File: src/rtl/mtf_pkg.sv
// Package for the move-to-front list: list capacity, derived widths, request
// and status codes, and the control bundle from the top level to the cells.
// No dependencies.
package mtf_pkg;

    localparam int CAPACITY = 16;
    localparam int SYM_W    = 8;
    localparam int CNT_W    = $clog2(CAPACITY + 1);

    typedef enum logic
    {
        REQ_APPEND = 1'b0,
        REQ_MOVE   = 1'b1
    } req_t;

    typedef enum logic [1:0]
    {
        ST_DONE      = 2'd0,
        ST_NOT_FOUND = 2'd1,
        ST_FULL      = 2'd2
    } status_t;

    typedef struct packed
    {
        logic move_fire;    // accepted move request
        logic found;        // some valid cell matched the symbol
        logic append_fire;  // accepted append request on a list that is not full
    } cell_ctrl_t;

endpackage

File: src/rtl/mtf_cell.sv
// One list cell: holds a single symbol, compares it against the request and
// either shifts in its neighbour's symbol or stores an appended one.
// Depends on mtf_pkg.
module mtf_cell
(
    input  logic                       clk,
    input  mtf_pkg::cell_ctrl_t        ctrl,
    input  logic [mtf_pkg::SYM_W-1:0]  symbol,
    input  logic [mtf_pkg::SYM_W-1:0]  prev_entry,
    input  logic                       valid,
    input  logic                       append_sel,
    input  logic                       seen_in,
    output logic                       seen_out,
    output logic [mtf_pkg::SYM_W-1:0]  entry
);
    import mtf_pkg::*;

    logic [SYM_W-1:0] entry_reg;
    logic [SYM_W-1:0] entry_next;
    logic             hit;
    logic             shift;
    logic             write_app;

    // A cell shifts when the first match lies at or behind it.
    assign hit       = valid && (entry_reg == symbol);
    assign seen_out  = seen_in || hit;
    assign shift     = ctrl.move_fire && ctrl.found && !seen_in;
    assign write_app = ctrl.append_fire && append_sel;

    always_comb
    begin
        priority if (shift)
        begin
            entry_next = prev_entry;
        end
        else if (write_app)
        begin
            entry_next = symbol;
        end
        else
        begin
            entry_next = entry_reg;
        end
    end

    always_ff @(posedge clk)
    begin
        entry_reg <= entry_next;
    end

    assign entry = entry_reg;

endmodule

File: src/rtl/move_to_front_list_core.sv
// Top level of the move-to-front list: stream handshake, fill count, result
// register and the row of list cells.
// Depends on mtf_pkg and mtf_cell.
//
// Usage. Requests arrive as words on the s_ channel: s_tuser carries the kind
// of request (append at the tail, or move the first matching symbol to the
// head) and s_tdata carries the symbol. Each request gives exactly one status
// word on the m_ channel: done, not found (which covers an empty list) or full.
// All cells compare their symbol with the request in parallel, a ripple of
// "already matched" flags runs along the row to pick the first match, and in
// the same cycle every cell from the head up to that match takes its
// neighbour's symbol while the head takes the requested one. An append writes
// the cell indexed by the fill count. A request therefore completes in the
// cycle it is accepted; its registered status shows on the m_ channel in the
// cycle after. While the receiver keeps up, a new request can be accepted
// every cycle. The status register parts the two sides: when the receiver
// stalls, one result is held and a further request is accepted only in a
// cycle where that result leaves. Reset empties the list (fill count to zero)
// and drops any pending result; the cell contents are not cleared.
module move_to_front_list_core
(
    input  logic       clk,
    input  logic       rst_n,
    input  logic       s_tvalid,
    output logic       s_tready,
    input  logic [7:0] s_tdata,   // [7:0] symbol
    input  logic [0:0] s_tuser,   // [0] req_type
    output logic       m_tvalid,
    input  logic       m_tready,
    output logic [7:0] m_tdata    // [1:0] status, [7:2] zero
);
    import mtf_pkg::*;

    logic [CNT_W-1:0] count_reg;
    logic [CNT_W-1:0] count_next;
    logic             m_valid_reg;
    logic             m_valid_next;
    status_t          status_reg;
    status_t          status_next;

    logic             s_fire;
    req_t             req;
    logic [SYM_W-1:0] symbol;
    logic             full;
    logic             found;
    cell_ctrl_t       ctrl;

    logic [CAPACITY:0]  seen;
    logic [SYM_W-1:0]   entry [CAPACITY];
    logic [CAPACITY-1:0] valid;
    logic [CAPACITY-1:0] append_sel;

    assign s_tready = !m_valid_reg || m_tready;
    assign s_fire   = s_tvalid && s_tready;
    assign req      = req_t'(s_tuser[0]);
    assign symbol   = s_tdata[SYM_W-1:0];
    assign full     = (count_reg == CNT_W'(CAPACITY));
    assign found    = seen[CAPACITY];

    assign ctrl.move_fire   = s_fire && (req == REQ_MOVE);
    assign ctrl.found       = found;
    assign ctrl.append_fire = s_fire && (req == REQ_APPEND) && !full;

    assign seen[0] = 1'b0;

    // The row of cells; the head takes the requested symbol when it shifts.
    for (genvar i = 0; i < CAPACITY; i++)
    begin : g_cell
        assign valid[i]      = (count_reg > CNT_W'(i));
        assign append_sel[i] = (count_reg == CNT_W'(i));

        if (i == 0)
        begin : g_head
            mtf_cell u_cell
            (
                .clk        (clk),
                .ctrl       (ctrl),
                .symbol     (symbol),
                .prev_entry (symbol),
                .valid      (valid[i]),
                .append_sel (append_sel[i]),
                .seen_in    (seen[i]),
                .seen_out   (seen[i+1]),
                .entry      (entry[i])
            );
        end
        else
        begin : g_body
            mtf_cell u_cell
            (
                .clk        (clk),
                .ctrl       (ctrl),
                .symbol     (symbol),
                .prev_entry (entry[i-1]),
                .valid      (valid[i]),
                .append_sel (append_sel[i]),
                .seen_in    (seen[i]),
                .seen_out   (seen[i+1]),
                .entry      (entry[i])
            );
        end
    end

    // The fill count grows only on an append that finds room.
    always_comb
    begin
        count_next = count_reg;
        if (ctrl.append_fire)
        begin
            count_next = count_reg + CNT_W'(1);
        end
    end

    always_comb
    begin
        status_next = status_reg;
        if (s_fire)
        begin
            unique case (req)
                REQ_APPEND: status_next = full  ? ST_FULL : ST_DONE;
                REQ_MOVE:   status_next = found ? ST_DONE : ST_NOT_FOUND;
                default:    status_next = ST_NOT_FOUND;
            endcase
        end
    end

    always_comb
    begin
        m_valid_next = m_valid_reg;
        if (s_fire)
        begin
            m_valid_next = 1'b1;
        end
        else if (m_tready)
        begin
            m_valid_next = 1'b0;
        end
    end

    always_ff @(posedge clk or negedge rst_n)
    begin
        if (!rst_n)
        begin
            count_reg   <= '0;
            m_valid_reg <= 1'b0;
        end
        else
        begin
            count_reg   <= count_next;
            m_valid_reg <= m_valid_next;
        end
    end

    always_ff @(posedge clk)
    begin
        status_reg <= status_next;
    end

    assign m_tvalid = m_valid_reg;
    assign m_tdata  = {6'd0, status_reg};

    // The fill count never passes the capacity.
    a_count_bound: assert property (@(posedge clk) disable iff (!rst_n)
        count_reg <= CNT_W'(CAPACITY))
        else $error("fill count above capacity");

    // The count moves only on an append that found room, and then by one.
    a_count_step: assert property (@(posedge clk) disable iff (!rst_n)
        !ctrl.append_fire |=> $stable(count_reg))
        else $error("fill count changed without an append");

    // An append to a full list reports full.
    a_full_status: assert property (@(posedge clk) disable iff (!rst_n)
        (s_fire && (req == REQ_APPEND) && full) |=> (m_tdata[1:0] == ST_FULL))
        else $error("append to a full list did not report full");

    // A move on an empty list can never find its symbol.
    a_empty_move: assert property (@(posedge clk) disable iff (!rst_n)
        (s_fire && (req == REQ_MOVE) && (count_reg == '0))
            |=> (m_tdata[1:0] == ST_NOT_FOUND))
        else $error("move on an empty list did not report not found");

    // Every accepted request leaves a result waiting on the output.
    a_result_follows: assert property (@(posedge clk) disable iff (!rst_n)
        s_fire |=> m_tvalid)
        else $error("accepted request gave no result");

endmodule

File: config.mk
export PLATFORM = sky130hd
export DESIGN_NAME = move_to_front_list_core
export DESIGN_NICKNAME = d
export VERILOG_FILES = /design/src/rtl/mtf_pkg.sv /design/src/rtl/mtf_cell.sv /design/src/rtl/move_to_front_list_core.sv
export SDC_FILE = /design/constraint.sdc
export NUM_CORES = 1
export LEC_CHECK = 0
export ABC_AREA = 1
export ABC_CLOCK_PERIOD_IN_PS = 5200
export BUFFER_PORTS_ARGS = -buffer_cell sky130_fd_sc_hd__buf_2
export CAP_MARGIN = 40
export CORE_AREA = 2 2 150 152
export DETAILED_ROUTE_END_ITERATION = 7
export DIE_AREA = 0 0 152 154
export GPL_ROUTABILITY_DRIVEN = 0
export PLACE_DENSITY = 0.56
export SETUP_SLACK_MARGIN = 0.5
export SYNTH_ARGS = -nofsm -noshare
export SYNTH_HDL_FRONTEND = slang
export SYNTH_SLANG_ARGS = --single-unit
File: constraint.sdc
create_clock -name clk -period 5.2 [get_ports clk]
set_input_delay 0 -clock clk [delete_from_list [all_inputs] [get_ports clk]]
set_output_delay 0 -clock clk [all_outputs]
set_load 0.005 [all_outputs]
=== Yosys cells after proc, flatten, opt, wreduce, memory -nomap -nowiden ===
Index checks and enable logic that the tools add are counted.

* Flip-flop bits (word level): 136
* Input port bits: 13
* Output and inout port bits: 10
* Logic and storage cells: 209

* $add $sub $neg: 1
* Order comparisons: 16
* Equality and inequality tests: 32
* Multiplexer cells: 37
* Bitwise logic cells: 1
* Reduce and logical (&&, ||, !) cells: 103

{| class="wikitable"
|+ Operator list
! operator !! count
|-
| 8-bit two-way mux || 32
|-
| 8-bit equality test || 16
|-
| 1-bit logical AND || 52
|-
| 5-bit by 4-bit equality test with 1-bit output (second input constant) || 8
|-
| 5-bit by 4-bit greater-than comparator with 1-bit output (second input constant) || 8
|-
| 2-bit nonzero test || 17
|-
| 5-bit by 3-bit equality test with 1-bit output (second input constant) || 4
|-
| 5-bit by 3-bit greater-than comparator with 1-bit output (second input constant) || 4
|-
| 1-bit zero test || 17
|-
| 1-bit logical OR || 16
|-
| 5-bit by 2-bit equality test with 1-bit output (second input constant) || 2
|-
| 5-bit by 1-bit greater-than comparator with 1-bit output (second input constant) || 2
|-
| 5-bit by 2-bit greater-than comparator with 1-bit output (second input constant) || 2
|-
| 5-bit by 1-bit adder with 5-bit output (second input constant) || 1
|-
| 5-bit by 1-bit equality test with 1-bit output (second input constant) || 1
|-
| 5-bit equality test (second input constant) || 1
|-
| 5-bit zero test || 1
|-
| 2-bit one-hot mux with 2 select lines || 1
|-
| 1-bit two-way mux || 3
|-
| 2-bit two-way mux || 1
|-
| 1-bit NOT || 1
|}

=== Longest topological paths before layout ===
Gate-level depths: netlist of the first run.

* Depth in word-level cells: 20
* Depth in mapped cells: 20
* Depth with buffers taken out: 18

=== Cells and area by module ===
Synthesis of the first run repeated with hierarchy kept, for this count alone.

* Cells, all modules: 1254
* Area, all modules: 9658.0 um^2

{| class="wikitable"
|+ Modules (own cells, without submodules)
! module !! instances !! cells an instance !! area an instance (um^2) !! sequential area each (um^2)
|-
| mtf_cell || 16 || 71 || 555.5 || 240.2
|-
| move_to_front_list_core || 1 || 118 || 769.5 || 210.2
|}

=== Least setup slack after synthesis of the first run ===
Ideal clock, no wire load.

* Path type: reg-to-reg
* Start point: register count_reg[1]
* End point: register g_cell[15].g_body.u_cell.entry_reg[0] (enable)
* Library setup time: 384 ps
* Arrival: 2694 ps
* Data required time: 4816 ps
* Setup slack: 2122 ps
* Cell stages (with the launch flop): 17
* Path buffers: 0
* Period minus slack after synthesis: 3078 ps
* Cell sequence: dfrtp_1 -> inv_1 -> ha_1 -> inv_1 -> nand2_1 -> nand2_1 -> nand3_1 -> nor2_1 -> nor2_4 -> nand4_2 -> nor2_4 -> nand4_4 -> nor2_4 -> nand4_4 -> nor3_2 -> nand3_2 -> o21ai_0

* Word-level cells in the longest chain between the ends: 20
* Elaborated cells between the ends (all ways): 56
* Classes of those cells: 16 x order compare; 2 x eq/ne; 38 x reduce/logical

{| class="wikitable"
|+ Ends and longest elaborated chain
! element !! RTL line !! source
|-
| from (decl) || move_to_front_list_core.sv:34 || <nowiki>logic [CNT_W-1:0] count_reg;</nowiki>
|-
| from (signal assigned) || move_to_front_list_core.sv:149 || <nowiki>count_reg <= count_next;</nowiki>
|-
| 5-bit by 1-bit greater-than comparator with 1-bit output || move_to_front_list_core.sv:69 || <nowiki>assign valid[i] = (count_reg > CNT_W'(i));</nowiki>
|-
| 1-bit logical AND || mtf_cell.sv:25 || <nowiki>assign hit = valid && (entry_reg == symbol);</nowiki>
|-
| 1-bit logical OR (15 in a row) || mtf_cell.sv:26 || <nowiki>assign seen_out = seen_in || hit;</nowiki>
|-
| 1-bit logical AND (2 in a row) || mtf_cell.sv:27 || <nowiki>assign shift = ctrl.move_fire && ctrl.found && !seen_in;</nowiki>
|-
| 2-bit nonzero test (no line) (*) || -- ||
|-
| to (signal assigned) || mtf_cell.sv:48 || <nowiki>entry_reg <= entry_next;</nowiki>
|-
| to (decl) || mtf_cell.sv:18 || <nowiki>logic [SYM_W-1:0] entry_reg;</nowiki>
|}

Every way passes the cells marked *; elsewhere a longest branch is shown, timed or not.
A chain may end at the register's enable or synchronous reset.

=== Worst setup path after layout of the first run ===
* Start point: register count_reg[1]
* End point: register g_cell[4].g_body.u_cell.entry_reg[0] (enable)

* Word-level cells in the longest chain between the ends: 20
* Elaborated cells between the ends (all ways): 56
* Classes of those cells: 16 x order compare; 2 x eq/ne; 38 x reduce/logical

{| class="wikitable"
|+ Ends and longest elaborated chain
! element !! RTL line
|-
| 5-bit by 1-bit greater-than comparator with 1-bit output || move_to_front_list_core.sv:69
|-
| 1-bit logical AND || mtf_cell.sv:25
|-
| 1-bit logical OR (15 in a row) || mtf_cell.sv:26
|-
| 1-bit logical AND (2 in a row) || mtf_cell.sv:27
|-
| 2-bit nonzero test (no line) (*) || --
|-
| to (signal assigned) || mtf_cell.sv:48
|-
| to (decl) || mtf_cell.sv:18
|}

Marked as above.

==> impl_metrics.csv, run 1 <==
group,metric,value,unit
run_status,outcome,"finished, final reports clean",
yosys,synthArstFlopShare,4.41,%
timing,rsz0062_at_grt,"false",
timing,hold_viol_final,0,
clock_network,clock-sinks,136,
setup_path,crit_fanout,65,
yosys,seq_area_frac_synth,46.9,%
worst_hold_path,hold_path_class,"in -> reg",
floorplanning,coreArea,0.0217,mm^2
clock_network,h-tree-depth,4,
yosys,synth_seq_cells,136,
power,ir_drop,0.000253,V
timing,finClkSkew,0.0115,ns
grt,grt.overflow.total,0,
yosys,synth_area_per_cell,8.64,um^2
grt,grtUsageTotal,20.7,%
floorplanning,rows,54,
grt,antenna_found_initial,0,
grt,first_global_vias,6569,
grt,grt_max_degree,66,
timing,slew_violations,0,
yosys,synth_cell_type_count,46,
setup_path,crit_path_start_kind,"register",
timing,timing.final.crit_share,82.5,%
route,first_pass_iters,5,
floorplanning,initial_utilization,39.8,%
placed_design,numPortBuffers,16,
route,vias,7020,
clock_network,cts_tree,"built",
floorplanning,boundaryPins,23,
clock_network,clk_pin_slew,0.06,ns
yosys,synth_top_flop_cell,"edfxtp_1",
power,power,3.17,mW
floorplanning,dieArea,0.0234,mm^2
finish,drive_gt1_share,12.8,%
finish,largest_reg_flops,120,
finish,final_cell_mix,"nand2_1, edfxtp_1, nand4_1, xor2_1, inv_1",
clock_network,root_buffer,"clkbuf_16",
timing,setup_tns,0,ns
route,drc_errors,0,
timing,relSlewSlack,53.0,%
route,wl,24000,um
clock_network,cts_buffers,17,
route,ant_nets,0,
finish,area_growth,12.1,%
setup_path,worst_ep_arrival_time,4.42,ns
run,maxCapViolCount,0,
finish,diodes,0,
yosys,ys_warn_count,0,
setup_path,end_kind,"register",
clock_network,clock_latency,0.44,ns
floorplanning,die_x,152,um
timing,fmax,233,MHz
yosys,synth_edf_count,130,
floorplanning,fp.dieH,154,um
placed_design,place_hpwl,16600,um
yosys,synthCells,1000,
setup_path,crit_type,"reg -> reg",
timing,setup_viol,0,
timing,tightest_slew,0.701,ns
timing,period_minus_slack,4.29,ns
route,wl_per_cell,18.4,um
grt,grt_pass1_wl,37600,um
route,via_per_inst,5.40,
route,drtIter0Drc,646,
clock_network,clock_path_buffers,2,
yosys,syn_area,0.00864,mm^2
power,p_leak,4.00,nW
finish,final_common_cell,"nand2_1",
finish,num-nets-final,1025,
setup_path,cp.required,5.33,ns
power,power_density,328,mW/mm^2
final timing paths:
kind / to / from / slack [ns] / depth (start not counted)
setup / recovery: g_cell[4].g_body.u_cell.entry[0] / count_reg[1] / 0.91 / 18
hold / removal: g_cell[2].g_body.u_cell.entry[7] / s_tdata[7] / 0.02 / 3
setup reg to reg: g_cell[4].g_body.u_cell.entry[0] / count_reg[1] / 0.91 / 18
hold reg to reg: g_cell[15].g_body.u_cell.entry[1] / g_cell[14].g_body.u_cell.entry[1] / 0.62 / 2
max in group asynchronous: count_reg[1] / rst_n / 4.30 / 3
min in group asynchronous: m_tvalid / rst_n / 0.62 / 3
repair_timing:
item	CTS	global route
gates resized for setup	0	0
buffers inserted	0	4
hold buffers	7	0
hold endpoints to repair	10	0
endpoints found under the setup margin	0	122
critical path: stages, from the launching register on:
cell     delay [ns]
dfrtp_1        0.44
inv_1          0.20
ha_1           0.25
inv_1          0.10
nand2_1        0.08
nand2_1        0.06
nand3_1        0.07
nor2_1         0.06
nor2_4         0.25
nand4_2        0.20
nor2_4         0.26
nand4_4        0.16
nor2_4         0.31
nand4_4        0.19
nor2_8         0.24
nand3_4        0.28
buf_12         0.32
nand3_2        0.19
nand2_1        0.25
logic make-up after synthesis:
family | after synthesis | share of synthesized area, %
compound gates | 43 | 2.93
xor+xnor | 82 | 8.32
fa+ha+maj | 5 | 0.724
buf+inv | 134 | 7.05
flops | 136 | 46.9
other cells | 1 | 0.0434
simple gates | 599 | 34.0
synthesized netlist by cell type, types with 2 or more instances:
cell type / n / area, um^2
xor2_1: 51 / 447
buf_6: 3 / 33.8
nor3_2: 2 / 20.0
nor4_1: 11 / 68.8
nor2_4: 3 / 33.8
ha_1: 5 / 62.6
nor3_1: 7 / 35.0
o22ai_1: 4 / 25.0
nand4_1: 124 / 776
nand3_1: 22 / 110
xnor2_1: 31 / 272
and3_1: 3 / 18.8
nand3_4: 4 / 70.1
nor2_8: 2 / 40.0
buf_4: 13 / 97.6
dfrtp_1: 6 / 150
inv_2: 6 / 22.5
o2111ai_1: 2 / 17.5
buf_1: 22 / 82.6
nor2_1: 44 / 165
nand4_4: 2 / 42.5
clkbuf_1: 7 / 26.3
a221oi_1: 2 / 17.5
and2_1: 2 / 12.5
nand2_1: 337 / 1260
a21oi_1: 4 / 20.0
or2_2: 20 / 125
clkinv_1: 5 / 18.8
a211oi_1: 2 / 15.0
o21ai_1: 5 / 25.0
o21ai_0: 20 / 100
inv_1: 50 / 188
edfxtp_1: 130 / 3900
nand3_2: 11 / 110
buf_2: 27 / 135
report_power, final:
part / leakage (nW) / internal, mW / switching (mW)
sequential: 1.25 / 1.27 / 0.0649
clock: 0.286 / 0.792 / 0.469
combinational: 2.47 / 0.173 / 0.405
total: 4.00 / 2.23 / 0.939
layer usage:
metal	part of all wire (%)	GRT usage (%)	vias up
li1	-	-	3433
met5	0	0	-
met3	6.6	3.24	43
met2	46	32.5	258
met4	2.2	7.52	0
met1	45	29.1	3286
per-stage QoR:
stage,setup slack (ns),std cells,hold WS [ns],cell area [um^2],utilization (%)
after floorplan,2.12,1005,-0.296,8660,-
after global placement,0.880,1251,-0.141,8920,41.1
after detailed placement,0.774,1256,-0.141,8960,41.3
after CTS,0.749,1295,0.00997,9640,44.4
after global routing,0.530,1300,0.0260,9680,44.6
final,0.908,1300,0.0224,9680,44.6
area by class of cell:
cell class | count | area, um^2
Fill cell | 2106 | 12000
Tap cell | 280 | 350
Sequential cell | 136 | 4050
Clock inverter | 15 | 184
Timing Repair Buffer | 55 | 418
Clock buffer | 17 | 425
Inverter | 61 | 229
Multi-Input combinational cell | 736 | 4020
No activity file was read; power rests on OpenSTA's default activity.
==> run 2: changes to the inputs <==
- ABC_AREA: 1 -> 0
- ABC_CLOCK_PERIOD_IN_PS: 5200 -> 3820
- CORE_AREA: 2 2 150 152 -> 2 2 146 148
- DIE_AREA: 0 0 152 154 -> 0 0 148 150
- PLACE_DENSITY: 0.56 -> 0.58
- clock period: 5.2 -> 3.82 ns (I/O delays scaled with it)
==> run 2 against run 1 <==
  * Critical path depth fell by 7
  * Worst hold slack better by 0.0048 ns
  * Flip-flop and latch count unchanged
  * Maximum frequency increased by 34%
  * Sequential share of layout area up 2.7 points
  * Clock power is 24% higher
  * Largest cell class unchanged
  * Highest routed layer unchanged
==> impl_metrics.csv, run 2 <==
group,metric,value,unit
yosys,synth_area_per_cell,13.5,um^2
route,drc_errors,0,
run_status,outcome,"finished, final reports clean",
clock_network,clock_latency,0.43,ns
clock_network,cts_tree,"built",
finish,area_growth,12.4,%
setup_path,crit_chain,"ha_1 > o21ba_2 > o21ai_0 > a211oi_2 > a31o_2 > nor3b_4 > buf_4 > buf_4 > a211oi_4 > buf_8 > mux2_2",
yosys,synth_top_family_by_area,"multiplexers",
finish,final_common_cell,"edfxtp_1",
route,vias,4787,
yosys,synthArstFlopShare,4.41,%
route,first_pass_iters,5,
power,p_leak,3.14,nW
grt,antenna_found_initial,0,
clock_network,clk_pin_slew,0.06,ns
placed_design,place_hpwl,12200,um
setup_path,cp_common_cell,"buf_4",
timing,hold_viol_final,0,
finish,largest_reg_flops,120,
setup_path,critical-path-top-delay-family,"compound AO/OA/AOI/OAI gates",
clock_network,root_buffer,"clkbuf_16",
yosys,synthSimpleGateAreaFrac,7.68,%
route,wl_per_cell,18.7,um
setup_path,crit_type,"reg -> reg",
yosys,synth_seq_cells,136,
yosys,syn_area,0.00810,mm^2
grt,grt_max_degree,24,
floorplanning,initial_utilization,39.1,%
yosys,synthCells,601,
finish,multi_input_area,0.00369,mm^2
timing,slew_violations,0,
timing,setup_viol,0,
yosys,synth-compound-area-share,4.68,%
run,maxCapViolCount,0,
finish,drive_gt1_share,36.2,%
yosys,synthMuxAreaShare,17.2,%
yosys,synth_xor_area_share,14.3,%
timing,period_minus_slack,3.21,ns
power,power_density,432,mW/mm^2
route,wl,17200,um
setup_path,worst_ep_arrival_time,3.39,ns
timing,fmax,311,MHz
timing,tightest_slew,0.850,ns
setup_path,worstSetupStartpoint,"count_reg[0]",
yosys,ys_warn_count,0,
setup_path,crit_path_start_kind,"register",
setup_path,cp.required,4.00,ns
finish,num-nets-final,649,
grt,grt.overflow.total,0,
yosys,ys_top_cells_by_area,"edfxtp_1, mux2_2, xor2_1",
grt,first_global_vias,4951,
yosys,seq_area_frac_synth,50.1,%
finish,final_cell_mix,"edfxtp_1, mux2_2, xor2_1, xnor2_1, buf_4",
setup_path,cp.buffers_inverters,3,
route,via_per_inst,5.21,
yosys,synth_top_flop_cell,"edfxtp_1",
setup_path,rr_startpoint,"count_reg[0]",
yosys,synth.most_common_cell,"edfxtp_1",
timing,rsz0062_at_grt,"false",
yosys,synthAdderAreaFrac,0.773,%
setup_path,end_kind,"register",
clock_network,h-tree-depth,4,
grt,grt_pass1_wl,28100,um
timing,relSlewSlack,43.2,%
clock_network,clock-sinks,136,
yosys,synth_cell_type_count,58,
timing,timing.final.crit_share,84.1,%
timing,finClkSkew,0.0156,ns
route,ant_nets,0,
finish,fin_util,44.0,%
floorplanning,dieArea,0.0222,mm^2
worst_hold_path,holdCritStartpoint,"s_tdata[6]",
floorplanning,rows,53,
clock_network,clock_path_buffers,2,
floorplanning,boundaryPins,23,
setup_path,crit_path_top_delay_cell,"dfrtp_2",
floorplanning,fp.dieH,150,um
yosys,yosysTopAreaCellShare,48.2,%
yosys,synth_edf_count,130,
floorplanning,coreArea,0.0207,mm^2
clock_network,cts_buffers,17,
grt,grtUsageTotal,16.4,%
timing,whs,0.0272,ns
yosys,synth_commonest_cells,"edfxtp_1, mux2_2, xor2_1",
placed_design,numPortBuffers,16,
power,ir_drop,0.000280,V
finish,diodes,0,
setup_path,max_stage_delay,0.47,ns
timing,setup_tns,0,ns
route,drtIter0Drc,341,
finish,nFillCells,1874,
worst_hold_path,hold_path_class,"in -> reg",
yosys,yosys.area.top_type,"edfxtp_1",
setup_path,crit_fanout,16,
floorplanning,die_x,148,um
finish,regArea,0.00406,mm^2
## run 2: changes by cell type after synthesis, sizes merged, moves of 7 or more
| cell | change |
|---|---|
| nand3 | -22 |
| nor4 | +7 |
| xor2 | +23 |
| nand4 | -110 |
| a31oi | +7 |
| buf | -25 |
| nor2 | -42 |
| xnor2 | +25 |
| inv | -49 |
| mux2 | +120 |
| or2 | -20 |
| nand2 | -323 |
## run 2: logic make-up after synthesis
| group | Yosys count |
|---|---|
| AOI/OAI and AO/OA | 47 |
| xor gates and xnor gates | 130 |
| adders and majority gates | 5 |
| buffers and inverters | 57 |
| DFF | 136 |
| muxes | 121 |
| other | 1 |
| and+or+nand+nor | 104 |
## run 2: area by class of cell
type	count	area share, %
Tap cell	275	3.78
Inverter	7	0.289
Multi-Input combinational cell	413	40.6
Clock buffer	17	4.68
Clock inverter	14	1.49
Timing Repair Buffer	56	4.59
Sequential cell	136	44.6
## run 2: layer usage
layer | GRT usage (%) | wire length, um | part of all wire, %
met4 | 5.71 | 287 | 1.7
met5 | 0 | 0 | 0
met2 | 26.7 | 8200 | 48
met1 | 22.3 | 8200 | 48
met3 | 2.59 | 474 | 2.8
## run 2: what timing repair did
action / CTS / global route
setup buffers: 0 / 5
resized for setup: 6 / 9
setup endpoints to repair: 99 / 176
endpoints found under the hold margin: 13 / 0
pin swaps: 0 / 1
hold buffers: 7 / 0
## run 2: worst reg2reg max path, delay by kind of cell, from the launching register on
kind                       cells  cell delay (ns)
buffers and inverters          3             0.54
DFF                            1             0.47
and+or+nand+nor                1             0.06
muxes                          1             0.36
AOI/OAI and AO/OA              5             1.24
adders and majority gates      1             0.28
## run 2: path summary, 6_finish.rpt
check,depth (start not counted),slack [ns],end
min in group asynchronous,3,0.56,count_reg[3]
setup reg to reg,11,0.61,g_cell[4].g_body.u_cell.entry[2]
setup / recovery,11,0.61,g_cell[4].g_body.u_cell.entry[2]
max in group asynchronous,3,2.97,count_reg[1]
hold / removal,1,0.03,g_cell[0].g_head.u_cell.entry[6]
hold reg to reg,1,0.60,g_cell[1].g_body.u_cell.entry[7]
## run 2: through the flow
stage,std cells,cell area [um^2],setup slack (ns),total power [mW]
after CTS,913,9030,0.504,3.92
after detailed placement,875,8370,0.413,2.34
after global routing,918,9100,0.499,4.09
after global placement,870,8350,0.420,2.33
after floorplan,606,8120,0.571,2.20
final,918,9100,0.609,3.93
## run 2: power breakdown
part / internal [mW] / leakage (nW) / total (mW) / switching [mW]
registers: 1.69 / 1.24 / 1.78 / 0.0907
logic: 0.243 / 1.62 / 0.584 / 0.340
clock network: 0.947 / 0.275 / 1.56 / 0.618
==> run 3: changes to the inputs <==
- ABC_AREA: 0 -> 1
- ABC_CLOCK_PERIOD_IN_PS: 3820 -> 3060
- CORE_AREA: 2 2 146 148 -> 2 2 150 152
- DIE_AREA: 0 0 148 150 -> 0 0 152 154
- PLACE_DENSITY: 0.58 -> 0.56
- clock period: 3.82 -> 3.06 ns (I/O delays scaled with it)
==> run 3 against run 2 <==
  * Flip-flop and latch count unchanged
  * Clock-buffer cell count increased by 2
  * Clock power increased by 29%
  * Global-route usage increased by 5.2 points
  * Critical path type unchanged
  * Core utilization increased by 6.0 points
  * Largest cell class is now multi-input combinational cells
  * Sequential power increased by 26%
  * Worst hold slack got worse by 0.011 ns
  * Combinational power increased to 2.6 times the previous value
  * Clock skew decreased by 0.0062 ns
  * Die area increased by 5.4%
  * Via count increased by 53%
  * Critical path depth increased by 5
==> impl_metrics.csv, run 3 (synthesized netlist as in run 1, its figures left out) <==
group,metric,value,unit
power,power_density,533,mW/mm^2
worst_hold_path,holdPathEnd,"g_cell[0].g_head.u_cell.entry[6]",
route,ant_nets,0,
clock_network,cts_buffers,17,
setup_path,reg2reg_depth,16,
finish,num-nets-final,1091,
route,wl,25300,um
route,drc_errors,0,
setup_path,end_kind,"register",
placed_design,place_hpwl,17300,um
finish,fin_util,50.0,%
finish,diodes,0,
grt,grt_pass1_wl,39300,um
finish,nFillCells,1961,
timing,timing.final.crit_share,93.6,%
clock_network,clk_pin_slew,0.06,ns
timing,slew_violations,0,
timing,hold_viol_final,0,
route,vias,7332,
grt,antenna_found_initial,0,
setup_path,crit_fanout,6,
timing,setup_viol,0,
clock_network,clock-sinks,136,
finish,fin_cells,1366,
setup_path,worstReg2RegEnd,"g_cell[5].g_body.u_cell.entry[3]",
power,ir_drop,0.000370,V
grt,grt.overflow.total,0,
power,p_leak,4.41,nW
finish,final_common_cell,"nand2_1",
setup_path,crit_path_start_kind,"register",
clock_network,root_buffer,"clkbuf_16",
grt,grtUsageTotal,21.6,%
grt,grt_max_degree,53,
route,wl_per_cell,18.5,um
route,via_per_inst,5.37,
run_status,outcome,"finished, final reports clean",
setup_path,worst_ep_arrival_time,3.03,ns
timing,fmax,349,MHz
setup_path,crit_type,"reg -> reg",
worst_hold_path,holdCritStartpoint,"s_tdata[6]",
setup_path,crit_chain,"inv_2 > ha_4 > o211ai_1 > nand4_1 > nand4_4 > nor2_4 > nand4_4 > nor2_4 > nand4_4 > nor2_8 > nand3_4 > buf_12 > buf_12 > buf_12 > nand4_1 > nand2_1",
finish,final_cell_mix,"nand2_1, edfxtp_1, nand4_1, buf_4, xor2_1",
worst_hold_path,hold_path_class,"in -> reg",
setup_path,critical-path-top-delay-family,"simple AND/OR/NAND/NOR gates",
clock_network,cts_tree,"built",
route,first_pass_iters,5,
worst_hold_path,min_path_cells,1,
setup_path,r2r_slack,0.19,ns
floorplanning,coreArea,0.0217,mm^2
floorplanning,dieArea,0.0234,mm^2
floorplanning,initial_utilization,39.8,%
placed_design,numPortBuffers,16,
timing,rsz0062_at_grt,"true",
finish,area_growth,25.6,%
finish,largest_reg_flops,120,
grt,first_global_vias,6792,
setup_path,rr_startpoint,"count_reg[0]",
placed_design,dpl.cell_count,1286,
power,power,5.79,mW
route,drtIter0Drc,612,
clock_network,h-tree-depth,4,
setup_path,cp.required,3.22,ns
run,maxCapViolCount,0,
timing,period_minus_slack,2.87,ns
floorplanning,fp.dieH,154,um
setup_path,max_stage_delay,0.44,ns
floorplanning,die_x,152,um
finish,drive_gt1_share,22.2,%
timing,finClkSkew,0.00942,ns
timing,tightest_slew,0.588,ns
setup_path,crit_path_top_delay_cell,"dfrtp_2",
timing,setup_tns,0,ns
clock_network,clock_latency,0.43,ns
clock_network,clock_path_buffers,2,
setup_path,cp.buffers_inverters,4,
timing,relSlewSlack,60.7,%
floorplanning,boundaryPins,23,
floorplanning,rows,54,
[run 3: worst max-delay path by stage]
stage	start	to	slack [ns]	cells after the start
2_1_floorplan	count_reg[4]	g_cell[10].g_body.u_cell.entry[0]	0.34	19
3_3_place_gp	count_reg[0]	g_cell[5].g_body.u_cell.entry[7]	0.05	13
3_5_place_dp	count_reg[0]	g_cell[5].g_body.u_cell.entry[4]	-0.01	13
4_1_cts	count_reg[0]	g_cell[5].g_body.u_cell.entry[7]	0.21	17
5_1_grt	count_reg[3]	g_cell[1].g_body.u_cell.entry[0]	0.06	18
6_report	count_reg[0]	g_cell[5].g_body.u_cell.entry[3]	0.19	16
[run 3: where the power goes]
| group | total [mW] | internal (mW) | leakage (nW) | switching [mW] |
|---|---|---|---|---|
| Clock | 2.01 | 1.19 | 0.276 | 0.815 |
| Sequential | 2.25 | 2.16 | 1.24 | 0.0894 |
| Combinational | 1.53 | 0.620 | 2.89 | 0.910 |
| Total | 5.79 | 3.97 | 4.41 | 1.81 |
[run 3: layout make-up]
type,instances,area (um^2),share of cell area [%]
multi-input cells,743,4480,41.3
clock buffers,19,433,3.99
clock inverters,13,130,1.20
inverters,61,236,2.18
flip-flops and latches,136,4060,37.4
well taps,280,350,3.23
repair buffers,114,1160,10.7
[run 3: layer usage]
layer,track usage (%),vias to the layer above,share of wire [%]
li1,-,3586,-
met1,30.5,3457,47
met2,34.0,254,46
met3,3.83,35,5.5
met4,6.41,0,1.7
met5,0,-,0
[run 3: stage by stage]
stage	setup slack (ns)	cell area [um^2]	hold slack (ns)
after global routing	0.0635	10800	0.0138
final	0.195	10800	0.0166
after detailed placement	-0.0108	9540	-0.140
after CTS	0.208	10600	0.00650
after floorplan	0.344	8930	-0.296
after global placement	0.0525	9540	-0.137
[run 3: timing repair]
action,in CTS,in global routing
resized for setup,22,22
hold buffers,10,0
pin swaps,17,16
setup buffers,14,10
gates cloned,11,3
endpoints found under the setup margin,249,249
hold endpoints to repair,15,0
